File: src/hw/rtl/gra_pkg.sv
package gra_pkg;
    localparam int MaxFreeRegions = 64;
    localparam int FitWindow      = 10;
    localparam int CoordW         = 13;
    localparam int PosW           = 12;
    localparam int EntryW         = 4 * CoordW;

    typedef logic [CoordW-1:0] t_coord;

    typedef struct packed {
        t_coord x;
        t_coord y;
        t_coord w;
        t_coord h;
    } t_rect;

    localparam logic CfgAtlasWidth  = 1'b0;
    localparam logic CfgAtlasHeight = 1'b1;

    typedef enum logic [3:0] {
        S_IDLE,
        S_RESTORE,
        S_SCAN,
        S_PICK,
        S_DEL,
        S_SPLIT,
        S_APPEND,
        S_SORT_KEY,
        S_SORT_LOAD,
        S_SORT_CMP,
        S_DONE
    } t_state;
endpackage

File: src/hw/rtl/gra_ram.sv
module gra_ram #(
    parameter int Width = 52,
    parameter int Depth = 64
) (
    input  logic                     i_clk,
    input  logic                     i_we,
    input  logic [$clog2(Depth)-1:0] i_waddr,
    input  logic [Width-1:0]         i_wdata,
    input  logic [$clog2(Depth)-1:0] i_raddr,
    output logic [Width-1:0]         o_rdata
);
    logic [Width-1:0] r_mem [Depth];

    always_ff @(posedge i_clk) begin
        if (i_we) begin
            r_mem[i_waddr] <= i_wdata;
        end
        o_rdata <= r_mem[i_raddr];
    end
endmodule

File: src/hw/rtl/guillotine_rect_allocator.sv
// Search: table entries are scanned from the last down; the search closes once FIT_WINDOW
// entries, the first fit included, are scanned, then the best is picked; a reset word or
// an empty table skips the scan. Exact fit: the entries after it are shifted down. Split:
// the kept piece is written over the pick, a second one appended if both are non-empty
// and there is room, then an insertion sort. One word in flight; the next is taken once the result is loaded.
// Reset: sync, active low; atlas 256x256, count 1, entry 0 written while reset is held.
module guillotine_rect_allocator
    import gra_pkg::*;
#(
    parameter int MAX_FREE_REGIONS = gra_pkg::MaxFreeRegions,
    parameter int FIT_WINDOW       = gra_pkg::FitWindow
) (
    input  logic                   i_clk,
    input  logic                   i_rst_n,
    input  logic                   i_valid,
    output logic                   o_stall,
    input  logic                   i_mode,
    input  logic [gra_pkg::CoordW-1:0] i_req_width,
    input  logic [gra_pkg::CoordW-1:0] i_req_height,
    output logic                   o_valid,
    input  logic                   i_stall,
    output logic                   o_found,
    output logic [gra_pkg::PosW-1:0] o_pos_x,
    output logic [gra_pkg::PosW-1:0] o_pos_y,
    output logic                   o_list_overflow,
    input  logic                   i_cfg_we,
    input  logic                   i_cfg_index,
    input  logic [gra_pkg::CoordW-1:0] i_cfg_data
);
    localparam int AW = $clog2(MAX_FREE_REGIONS);
    localparam int CW = $clog2(MAX_FREE_REGIONS + 1);
    localparam int BW = $clog2(FIT_WINDOW + 1);
    localparam int PW = CoordW + 3;

    t_state r_state, n_state;
    t_coord r_aw, r_ah;
    logic [CW-1:0] r_cnt;
    logic [CW-1:0] r_i;
    logic [AW-1:0] r_j;
    logic [BW-1:0] r_budget;
    logic [PW-1:0] r_bper;
    logic [AW-1:0] r_best;
    logic          r_have;
    t_rect         r_src, r_key;
    t_coord        r_rw, r_rh;
    logic          r_ovf;
    logic          r_oval, r_ofound;
    logic [PosW-1:0] r_ox, r_oy;
    logic          r_oovf;

    logic            we;
    logic [AW-1:0]   waddr, raddr;
    t_rect           wdata, rd;
    logic [EntryW-1:0] rdata;

    gra_ram #(.Width(EntryW), .Depth(MAX_FREE_REGIONS)) u_ram (
        .i_clk  (i_clk),
        .i_we   (we),
        .i_waddr(waddr),
        .i_wdata(wdata),
        .i_raddr(raddr),
        .o_rdata(rdata)
    );
    assign rd = t_rect'(rdata);

    // split pieces
    t_coord lw, lh;
    t_rect pa, pb, keep, extra;
    logic [2*CoordW-1:0] area_a, area_b;
    logic [PW-1:0] per;
    logic fit;
    always_comb begin
        lw = r_src.w - r_rw;
        lh = r_src.h - r_rh;
        pa.x = r_src.x + r_rw;
        pa.y = r_src.y;
        pa.w = lw;
        pb.x = r_src.x;
        pb.y = r_src.y + r_rh;
        pb.h = lh;
        if (lh > lw) begin
            pa.h = r_rh;
            pb.w = r_src.w;
        end else begin
            pa.h = r_src.h;
            pb.w = r_rw;
        end
        area_a = pa.w * pa.h;
        area_b = pb.w * pb.h;
        keep  = (area_a < area_b) ? pb : pa;
        extra = (area_a < area_b) ? pa : pb;
        per = {2'b0, rd.w, 1'b0} + {2'b0, rd.h, 1'b0};
        fit = (rd.w >= r_rw) && (rd.h >= r_rh);
    end

    logic [CoordW:0] ks, ps;
    assign ks = {1'b0, r_key.w} + {1'b0, r_key.h};
    assign ps = {1'b0, rd.w} + {1'b0, rd.h};

    logic          hit, scan_have, scan_end, exact, del_more, two_piece, room, shift;
    logic [BW-1:0] scan_budget;
    assign hit         = fit && (per < r_bper);
    assign scan_have   = r_have || hit;
    assign scan_budget = scan_have ? r_budget - BW'(1) : r_budget;
    assign scan_end    = (scan_budget == '0) || (r_i == '0);
    assign exact       = (r_src.w == r_rw) && (r_src.h == r_rh);
    assign del_more    = (CW'(r_j) + CW'(1)) < r_cnt;
    assign two_piece   = (area_a != '0) && (area_b != '0);
    assign room        = r_cnt < CW'(MAX_FREE_REGIONS);
    assign shift       = (r_j != '0) && (ps < ks);

    logic in_acc, out_acc, load_out;
    assign o_stall  = (r_state != S_IDLE);
    assign in_acc   = i_valid && !o_stall;
    assign out_acc  = r_oval && !i_stall;
    assign load_out = (r_state == S_DONE) && (!r_oval || !i_stall);

    always_comb begin
        n_state = r_state;
        unique case (r_state)
            S_IDLE: begin
                if (in_acc) begin
                    if (i_mode) n_state = S_RESTORE;
                    else if (r_cnt == '0) n_state = S_DONE;
                    else n_state = S_SCAN;
                end
            end
            S_RESTORE:   n_state = S_DONE;
            S_SCAN:      if (scan_end) n_state = S_PICK;
            S_PICK: begin
                if (!r_have) n_state = S_DONE;
                else if (exact) n_state = S_DEL;
                else n_state = S_SPLIT;
            end
            S_DEL:       if (!del_more) n_state = S_DONE;
            S_SPLIT:     n_state = (two_piece && room) ? S_APPEND : S_SORT_KEY;
            S_APPEND:    n_state = S_SORT_KEY;
            S_SORT_KEY:  n_state = (r_i >= r_cnt) ? S_DONE : S_SORT_LOAD;
            S_SORT_LOAD: n_state = S_SORT_CMP;
            S_SORT_CMP:  if (!shift) n_state = S_SORT_KEY;
            S_DONE:      if (load_out) n_state = S_IDLE;
            default:     n_state = S_IDLE;
        endcase
    end

    // memory port control
    always_comb begin
        we = 1'b0;
        waddr = '0;
        wdata = r_key;
        raddr = '0;
        unique case (r_state)
            S_IDLE: raddr = AW'(r_cnt - CW'(1));
            S_RESTORE: begin
                we = 1'b1;
                wdata = '{x: '0, y: '0, w: r_aw, h: r_ah};
            end
            S_SCAN: raddr = AW'(r_i - CW'(1));
            S_PICK: raddr = r_best + AW'(1);
            S_DEL: begin
                raddr = r_j + AW'(2);
                if (del_more) begin
                    we = 1'b1;
                    waddr = r_j;
                    wdata = rd;
                end
            end
            S_SPLIT: begin
                we = 1'b1;
                waddr = r_best;
                wdata = (area_a == '0) ? pb : ((area_b == '0) ? pa : keep);
            end
            S_APPEND: begin
                we = 1'b1;
                waddr = AW'(r_cnt);
                wdata = extra;
            end
            S_SORT_KEY:  raddr = AW'(r_i);
            S_SORT_LOAD: raddr = AW'(r_i - CW'(1));
            S_SORT_CMP: begin
                // shift the lighter entry up, or drop the key into its slot
                raddr = r_j - AW'(2);
                we = 1'b1;
                waddr = r_j;
                wdata = shift ? rd : r_key;
            end
            default: ;
        endcase
        if (!i_rst_n) begin
            we = 1'b1;
            waddr = '0;
            wdata = '{x: '0, y: '0, w: t_coord'(256), h: t_coord'(256)};
        end
    end

    always_ff @(posedge i_clk) begin
        if (!i_rst_n) begin
            r_state  <= S_IDLE;
            r_aw     <= t_coord'(256);
            r_ah     <= t_coord'(256);
            r_cnt    <= CW'(1);
            r_oval   <= 1'b0;
        end else begin
            r_state <= n_state;
            if (i_cfg_we) begin
                if (i_cfg_index == CfgAtlasWidth)  r_aw <= i_cfg_data;
                if (i_cfg_index == CfgAtlasHeight) r_ah <= i_cfg_data;
            end
            if (load_out) r_oval <= 1'b1;
            else if (out_acc) r_oval <= 1'b0;
            unique case (r_state)
                S_IDLE: if (in_acc) begin
                    r_rw <= i_req_width;
                    r_rh <= i_req_height;
                    r_i  <= r_cnt - CW'(1);
                    r_have <= 1'b0;
                    r_ovf <= 1'b0;
                    r_budget <= BW'(FIT_WINDOW);
                    r_bper <= {2'b0, r_aw, 1'b0} + {2'b0, r_ah, 1'b0} + PW'(1);
                end
                S_RESTORE: r_cnt <= CW'(1);
                S_SCAN: begin
                    if (hit) begin
                        r_bper <= per;
                        r_best <= AW'(r_i);
                        r_src  <= rd;
                    end
                    r_have   <= scan_have;
                    r_budget <= scan_budget;
                    r_i      <= r_i - CW'(1);
                end
                S_PICK: r_j <= r_best;
                S_DEL: begin
                    if (del_more) r_j <= r_j + AW'(1);
                    else r_cnt <= r_cnt - CW'(1);
                end
                S_SPLIT: begin
                    if (two_piece && !room) r_ovf <= 1'b1;
                    r_i <= CW'(1);
                end
                S_APPEND: r_cnt <= r_cnt + CW'(1);
                S_SORT_LOAD: begin
                    r_key <= rd;
                    r_j <= AW'(r_i);
                end
                S_SORT_CMP: begin
                    if (shift) r_j <= r_j - AW'(1);
                    else r_i <= r_i + CW'(1);
                end
                S_DONE: if (load_out) begin
                    r_ofound <= r_have;
                    r_ox     <= r_src.x[PosW-1:0];
                    r_oy     <= r_src.y[PosW-1:0];
                    r_oovf   <= r_ovf;
                end
                default: ;
            endcase
        end
    end

    assign o_valid         = r_oval;
    assign o_found         = r_ofound;
    assign o_pos_x         = r_ofound ? r_ox : '0;
    assign o_pos_y         = r_ofound ? r_oy : '0;
    assign o_list_overflow = r_oovf && r_ofound;
endmodule
File: config.mk
export PLATFORM = sky130hd
export DESIGN_NAME = guillotine_rect_allocator
export DESIGN_NICKNAME = d
export VERILOG_FILES = /design/src/hw/rtl/gra_pkg.sv /design/src/hw/rtl/gra_ram.sv /design/src/hw/rtl/guillotine_rect_allocator.sv
export SDC_FILE = /design/constraint.sdc
export NUM_CORES = 2
export LEC_CHECK = 0
export BUFFER_PORTS_ARGS = -buffer_cell sky130_fd_sc_hd__buf_4
export CORE_MARGIN = 1.5
export CORE_UTILIZATION = 29
export DETAILED_ROUTE_END_ITERATION = 10
export PLACE_DENSITY = 0.56
export SYNTH_ARGS = -nofsm -noshare
export SYNTH_HDL_FRONTEND = slang
export SYNTH_SLANG_ARGS = --single-unit
File: constraint.sdc
create_clock -name i_clk -period 13.8 [get_ports i_clk]
set_input_delay 2.07 -clock i_clk [delete_from_list [all_inputs] [get_ports i_clk]]
set_output_delay 2.07 -clock i_clk [all_outputs]
set_load 0.02 [all_outputs]
Yosys cells after proc, flatten, opt, wreduce, memory -nomap -nowiden
Memory sizes are Yosys's and may differ from the RTL's. A register that Yosys moved wholly into a read port is not among the register bits.
Cells that the tools add are included.

cells by class
  $add $sub $neg = 20
  multipliers = 2
  $lt $le $gt $ge = 9
  equal/unequal tests = 21
  multiplexer cells = 53
  bitwise gates (word level) = 1
  reduce and logical (&&, ||, !) cells = 49

operator list
  cell                 count
  $mux W52             7
  $pmux W52 S5         1
  $logic_not A26 Y1    2
  $mul A13 B13 Y26     2
  $reduce_bool A26 Y1  2
  $pmux W6 S4          2
  $pmux W4 S11         1
  $mux W4              10
  $pmux W6 S6          1
  $mux W16             2
  $pmux W16 S2         1
  $add A14 B14 Y15     2
  $add A13 B13 Y14     2
  $pmux W7 S4          1
  $add A13 B13 Y13     2
  $eq A13 B13 Y1       2
  $ge A13 B13 Y1       2
  $lt A26 B26 Y1       1
  $mux W13             2
  $sub A13 B13 Y13     2
  $mux W12             2
  $mux W6              4
  $mux W7              3
  $pmux W7 S3          1
  other kinds (40)     98

storage, ports and cells
  register bits after elaboration = 235
  RAM bits = 3328
  logic and storage cells = 182
  memories = 1

memories
  memory       words  width  rd ports  clocked after memory_dff  write ports  RTL line       text
  u_ram.r_mem  64     52     1         1                         1            gra_ram.sv:12  logic [Width-1:0] r_mem [Depth];

Logic depth before layout (Yosys ltp)
  word-level depth = 10
  mapped depth = 57
  depth with buffers taken out = 53

Hierarchy
From an unflattened synthesis, not the netlist that was laid out.

unflattened totals
  cell total of the unflattened synthesis = 8638
  area, all modules = 156308.7 um2

modules (own cells, without submodules)
  module                     instances  cells each  area each (um2)
  gra_ram                    1          5410        126926.7
  guillotine_rect_allocator  1          3228        29381.9

Worst setup path after synthesis
No wires, ideal clock.

  path type = register to register
  start point = register r_rw[0]
  end point = memory u_ram.r_mem[0][49], data pin
  library setup time = 588 ps
  arrival time = 13647 ps
  required time = 13212 ps
  setup slack = -435 ps
  stages on the path, launching flop included = 53
  buffers on the path = 3
  cell sequence = edfxtp_1 -> ha_1 -> fa_1 -> nor2b_1 -> o31a_1 -> o21ai_0 -> nand2b_1 -> and2_1 -> nor2_1 -> nor2_1 -> nor2_1 -> xnor2_1 -> clkinv_1 -> ha_1 -> nand3_1 -> o31a_1 -> o31a_1 -> a21oi_4 -> (+17 left out) -> nor3_1 -> o21bai_1 -> xor2_1 -> ha_1 -> a21o_1 -> a21o_1 -> a21oi_1 -> nor2_1 -> a211oi_1 -> o21ai_1 -> a211o_1 -> nor4_1 -> o2111ai_2 -> a21oi_2 -> buf_2 -> nor2b_1 -> a221oi_1 -> a31oi_1

between the ends
  word-level cells in the longest chain between the ends = 10
  elaborated cells on any way between the ends = 16
  classes of those cells = add/sub (2); mul (2); order compare (2); mux (8); reduce/logical (2)

RTL lines
  item                                 RTL line                                                          text
  from (decl)                          guillotine_rect_allocator.sv:45                                   t_coord r_rw, r_rh;
  from (signal assigned)               guillotine_rect_allocator.sv:213                                  r_rw <= i_req_width;
  $sub A13 B13 Y13                     guillotine_rect_allocator.sv:73                                   lw = r_src.w - r_rw;
  $gt A13 B13 Y1                       guillotine_rect_allocator.sv:81                                   if (lh > lw) begin
  $mux W13                             guillotine_rect_allocator.sv:81
  $mul A13 B13 Y26 (on tied branches)  guillotine_rect_allocator.sv:88, guillotine_rect_allocator.sv:89
  $lt A26 B26 Y1                       guillotine_rect_allocator.sv:90, guillotine_rect_allocator.sv:91
  $mux W52                             guillotine_rect_allocator.sv:90                                   keep = (area_a < area_b) ? pb : pa;
  $mux W52 (2 in series)               guillotine_rect_allocator.sv:171                                  wdata = (area_a == '0) ? pb : ((area_b == '0) ? pa : keep);
  $pmux W52 S5 *                       guillotine_rect_allocator.sv:152                                  unique case (r_state)
  $mux W52 *                           guillotine_rect_allocator.sv:189                                  if (!i_rst_n) begin
  via u_ram.i_wdata[49]                gra_ram.sv:8                                                      input logic [Width-1:0] i_wdata,
  to (decl)                            gra_ram.sv:12

Mark *: on every way through the listed nets, which the timed path passes. The rest lies on a longest branch.

Final worst setup path
  start point = register r_rh[2]
  end point = memory u_ram.r_mem[2][48], data pin

between the ends
  word-level cells in the longest chain between the ends = 10
  elaborated cells on any way between the ends = 15
  classes of those cells = add/sub (1); mul (2); order compare (2); mux (8); reduce/logical (2)

RTL lines
  item                                 RTL line                                                          text
  from (decl)                          guillotine_rect_allocator.sv:45
  from (signal assigned)               guillotine_rect_allocator.sv:214                                  r_rh <= i_req_height;
  $sub A13 B13 Y13                     guillotine_rect_allocator.sv:74                                   lh = r_src.h - r_rh;
  $gt A13 B13 Y1                       guillotine_rect_allocator.sv:81
  $mux W13                             guillotine_rect_allocator.sv:81
  $mul A13 B13 Y26 (on tied branches)  guillotine_rect_allocator.sv:88, guillotine_rect_allocator.sv:89
  $lt A26 B26 Y1                       guillotine_rect_allocator.sv:90, guillotine_rect_allocator.sv:91
  $mux W52                             guillotine_rect_allocator.sv:90
  $mux W52 (2 in series)               guillotine_rect_allocator.sv:171
  $pmux W52 S5 *                       guillotine_rect_allocator.sv:152
  $mux W52 *                           guillotine_rect_allocator.sv:189
  via u_ram.i_wdata[48]                gra_ram.sv:8

Marked as above.

==> run metrics <==
Worst Setup SP r_rh[2]; main combinational cell family by area after synthesis multiplexers; vias in the first global route about 88,000; largest net degree at the start of global routing 113; CTS tree done; first-pass GRT wire length slightly below 700 mm; Final Util 33.79%; clock slew at the register clock pins of the worst setup and hold paths approximately 0.060 ns; CTS Hold Bufs 0; routed wire length between 400 and 500 mm; clock sinks about 3,500; worst path buffer plus inverter count 12; Layout fillers 49,710; most frequent cell after synthesis edfxtp_1; Worst EP required between 10 and 15 ns; Worst R2R Path Depth just over 50; Slew Viols, Final 0; HPWL Detailed slightly below 300 mm; # setup viols final 0; simple-gate share of the synthesized area under 10%; total core area 524,500 sq um; YS warnings 0; hold worst-path end pa[30]; Via density roughly 5.3; Hold WC Path Type flop to flop; die width about 730 microns; top cells by count, synth 3,392 x edfxtp_1, 800 x mux4_2, 713 x nand2_1, 434 x inv_1, 354 x nor2_1; Worst R2R Start r_rh[2]; WL/cell between 20 and 30 microns; Hold Crit Start u_ram.o_rdata[30]; number of nets still failing antenna checks after routing 0; DR vias 87,630; drt initial violations 9,790; post-synth top area cell edfxtp_1; worst rel slew slack 13.21%; share of cells above drive strength 1 approximately a fifth; CP top delay family compound AO/OA/AOI/OAI gates; Syn Area/Cell about 17 sq um; Primary FF master, synth edfxtp_1; Syn Std Cell Area roughly 150,000 sq um; PortBufs 73; worst reg-to-reg setup slack 0.57 ns; post-synthesis compound-gate area fraction between 5 and 6%; async set-reset flop share out of synthesis 0%; initial antenna violation count 16; io pins 74; worst path arrival time between 10 and 15 ns; status completed; sequential fraction of the synthesis area 67.84%; initial core utilization between 20% and 30%; Max Cap Viol 0; EDFF count, synth 3,392; worst setup path class flop to flop; post-route minimum period around 13 ns; #FFs+latches synth ~3,500; crit path capture type flop; Peak Freq about 0.076 GHz; die area approximately 530,000 sq um; Worst Path Max Fanout between 60 and 70; CTS H-Tree Depth 5; Final Hold Viols 0; fin nets about 10,000; Crit Reg-Reg Endpoint u_ram.r_mem[2][48]; mux share of post-synthesis cell area between 10% and 20%; RePlAce Congestion 0.9257; largest cells by area after synthesis edfxtp_1 67%, mux4_2 12%, fa_1 3.3%; Adder-Cell Fraction of Synth Area roughly 6%; WHS Path Cells 0; CTS Buf Count approximately 350; Setup Skew approximately 0.068 ns; Layout area overhead 16.04%; Worst path max stage delay 0.55 ns; Critical-path top delay cell or4_1; post-synthesis xor/xnor area fraction less than 1%; num rows approximately 270; Worst Max-Slew Pin Slew roughly 1.3 ns; Mapped Cells ~8,900; Clock Latency Late Sink ~0.95 ns; gr usage total ~18%; # DRC 0; Distinct cells, synth 91; unrepaired setup endpoints after global routing no; ratio of final minimum period to clock period between 90 and 100%; clk buf depth 4; post-synth top area share 66.69%; die height approximately 730 microns; CP Launch Type flop; syn nets between 9,000 and 10,000; DRT Pass-1 Iters 6; clock root buffer clkbuf_16; total congestion overflow 0
## final cells by class
type | instances | area [sq um] | area share (%)
diodes | 9 | 22.52 | 0.01271
clock buffers | 437 | 9323 | 5.260
clock inverters | 204 | 2121 | 1.197
inverters | 446 | 1674 | 0.9446
multi-input cells | 4487 | 47110 | 26.58
flip-flops and latches | 3480 | 103600 | 58.47
well taps | 6968 | 8718 | 4.919
repair buffers | 496 | 4643 | 2.620
## stage by stage
step | TNS [ns] | setup WS (ns) | instances | hold slack [ns] | cell area, sq um
3_3_place_gp | -112.34 | -0.2742 | 15860 | 0.4536 | 165200
3_5_place_dp | -42.29 | -0.2221 | 15860 | 0.4606 | 165200
5_1_grt | 0 | 0.01472 | 16520 | 0.4762 | 177200
2_1_floorplan | -252.58 | -0.1785 | 8877 | 0.4003 | 152900
6_report | 0 | 0.5712 | 16530 | 0.4672 | 177200
4_1_cts | 0 | 0.07467 | 16500 | 0.4615 | 176800
## layer usage
| layer | routed length, microns | track usage [%] | vias to the layer above |
|---|---|---|---|
| met5 | 25 | 0 | - |
| met2 | 237200 | 29.98 | 3984 |
| met4 | 18850 | 6.122 | 4 |
| met3 | 34210 | 2.364 | 803 |
| met1 | 198700 | 23.78 | 47090 |
| li1 | - | - | 35750 |
## cell usage in the layout, fill, tap and decap left out, types with 88 or more instances in the layout
| master | Yosys | layout |
|---|---|---|
| edfxtp_1 | 3392 | 3392 |
| mux4_2 | 800 | 800 |
| nand2_1 | 713 | 710 |
| inv_1 | 434 | 434 |
| buf_4 | 6 | 418 |
| clkbuf_16 | 0 | 358 |
| ha_1 | 344 | 344 |
| a21oi_1 | 306 | 295 |
| nor2_1 | 354 | 288 |
| a211oi_1 | 261 | 258 |
| fa_1 | 251 | 251 |
| and2_1 | 244 | 244 |
| o21ai_0 | 123 | 123 |
| a31oi_1 | 126 | 110 |
| a311oi_1 | 102 | 102 |
| xnor2_1 | 96 | 96 |
| dfxtp_1 | 88 | 88 |
## state kept, by name, indices dropped and copies added (netlist names), 12 cells and up
register and count:
r_oy 12, r_src 26, r_rh 13, r_bper 15
r_ah 13, r_aw 13, r_ox 12, pb 12
r_key 50, u_ram.o_rdata 50, r_rw 13, u_ram.r_mem 3200
pa 12
## cells by family (layout without fill, tap and decap cells)
logic type | after synthesis | in the layout
adders and majority gates | 595 | 595
buffers and inverters | 914 | 1583
muxes | 893 | 893
DFF | 3480 | 3480
xor gates and xnor gates | 143 | 143
and+or+nand+nor | 1550 | 1550
AOI/OAI and AO/OA | 1302 | 1306
other | 0 | 9
## worst reg2reg max path: cells and delay by family (launching register included)
| family | cells | cell delay, ns |
|---|---|---|
| flops | 1 | 0.49 |
| xor+xnor | 2 | 0.65 |
| simple gates | 11 | 1.94 |
| mux | 1 | 0.28 |
| compound gates | 16 | 3.80 |
| fa+ha+maj | 9 | 3.74 |
| buf+inv | 12 | 1.84 |
## what timing repair did
| action | 4_1_cts | 5_1_grt |
|---|---|---|
| pin swaps | 4 | 11 |
| buffers inserted | 4 | 12 |
| setup endpoints to repair | 587 | 3200 |
| cloned | 2 | 4 |
| hold endpoints to repair | 0 | 0 |
| gates resized for setup | 6 | 49 |
## how the worst max path moves through the flow
stage | end | depth (start not counted)
after global placement | u_ram.r_mem[41][29] | 50
after detailed placement | u_ram.r_mem[15][32] | 50
after floorplan | u_ram.r_mem[0][9] | 53
after global routing | u_ram.r_mem[4][48] | 57
after CTS | u_ram.r_mem[37][2] | 52
final | u_ram.r_mem[2][48] | 51
Power is not shown: default switching activity piles up to over one toggle a cycle in this logic, so the estimate is an artifact.
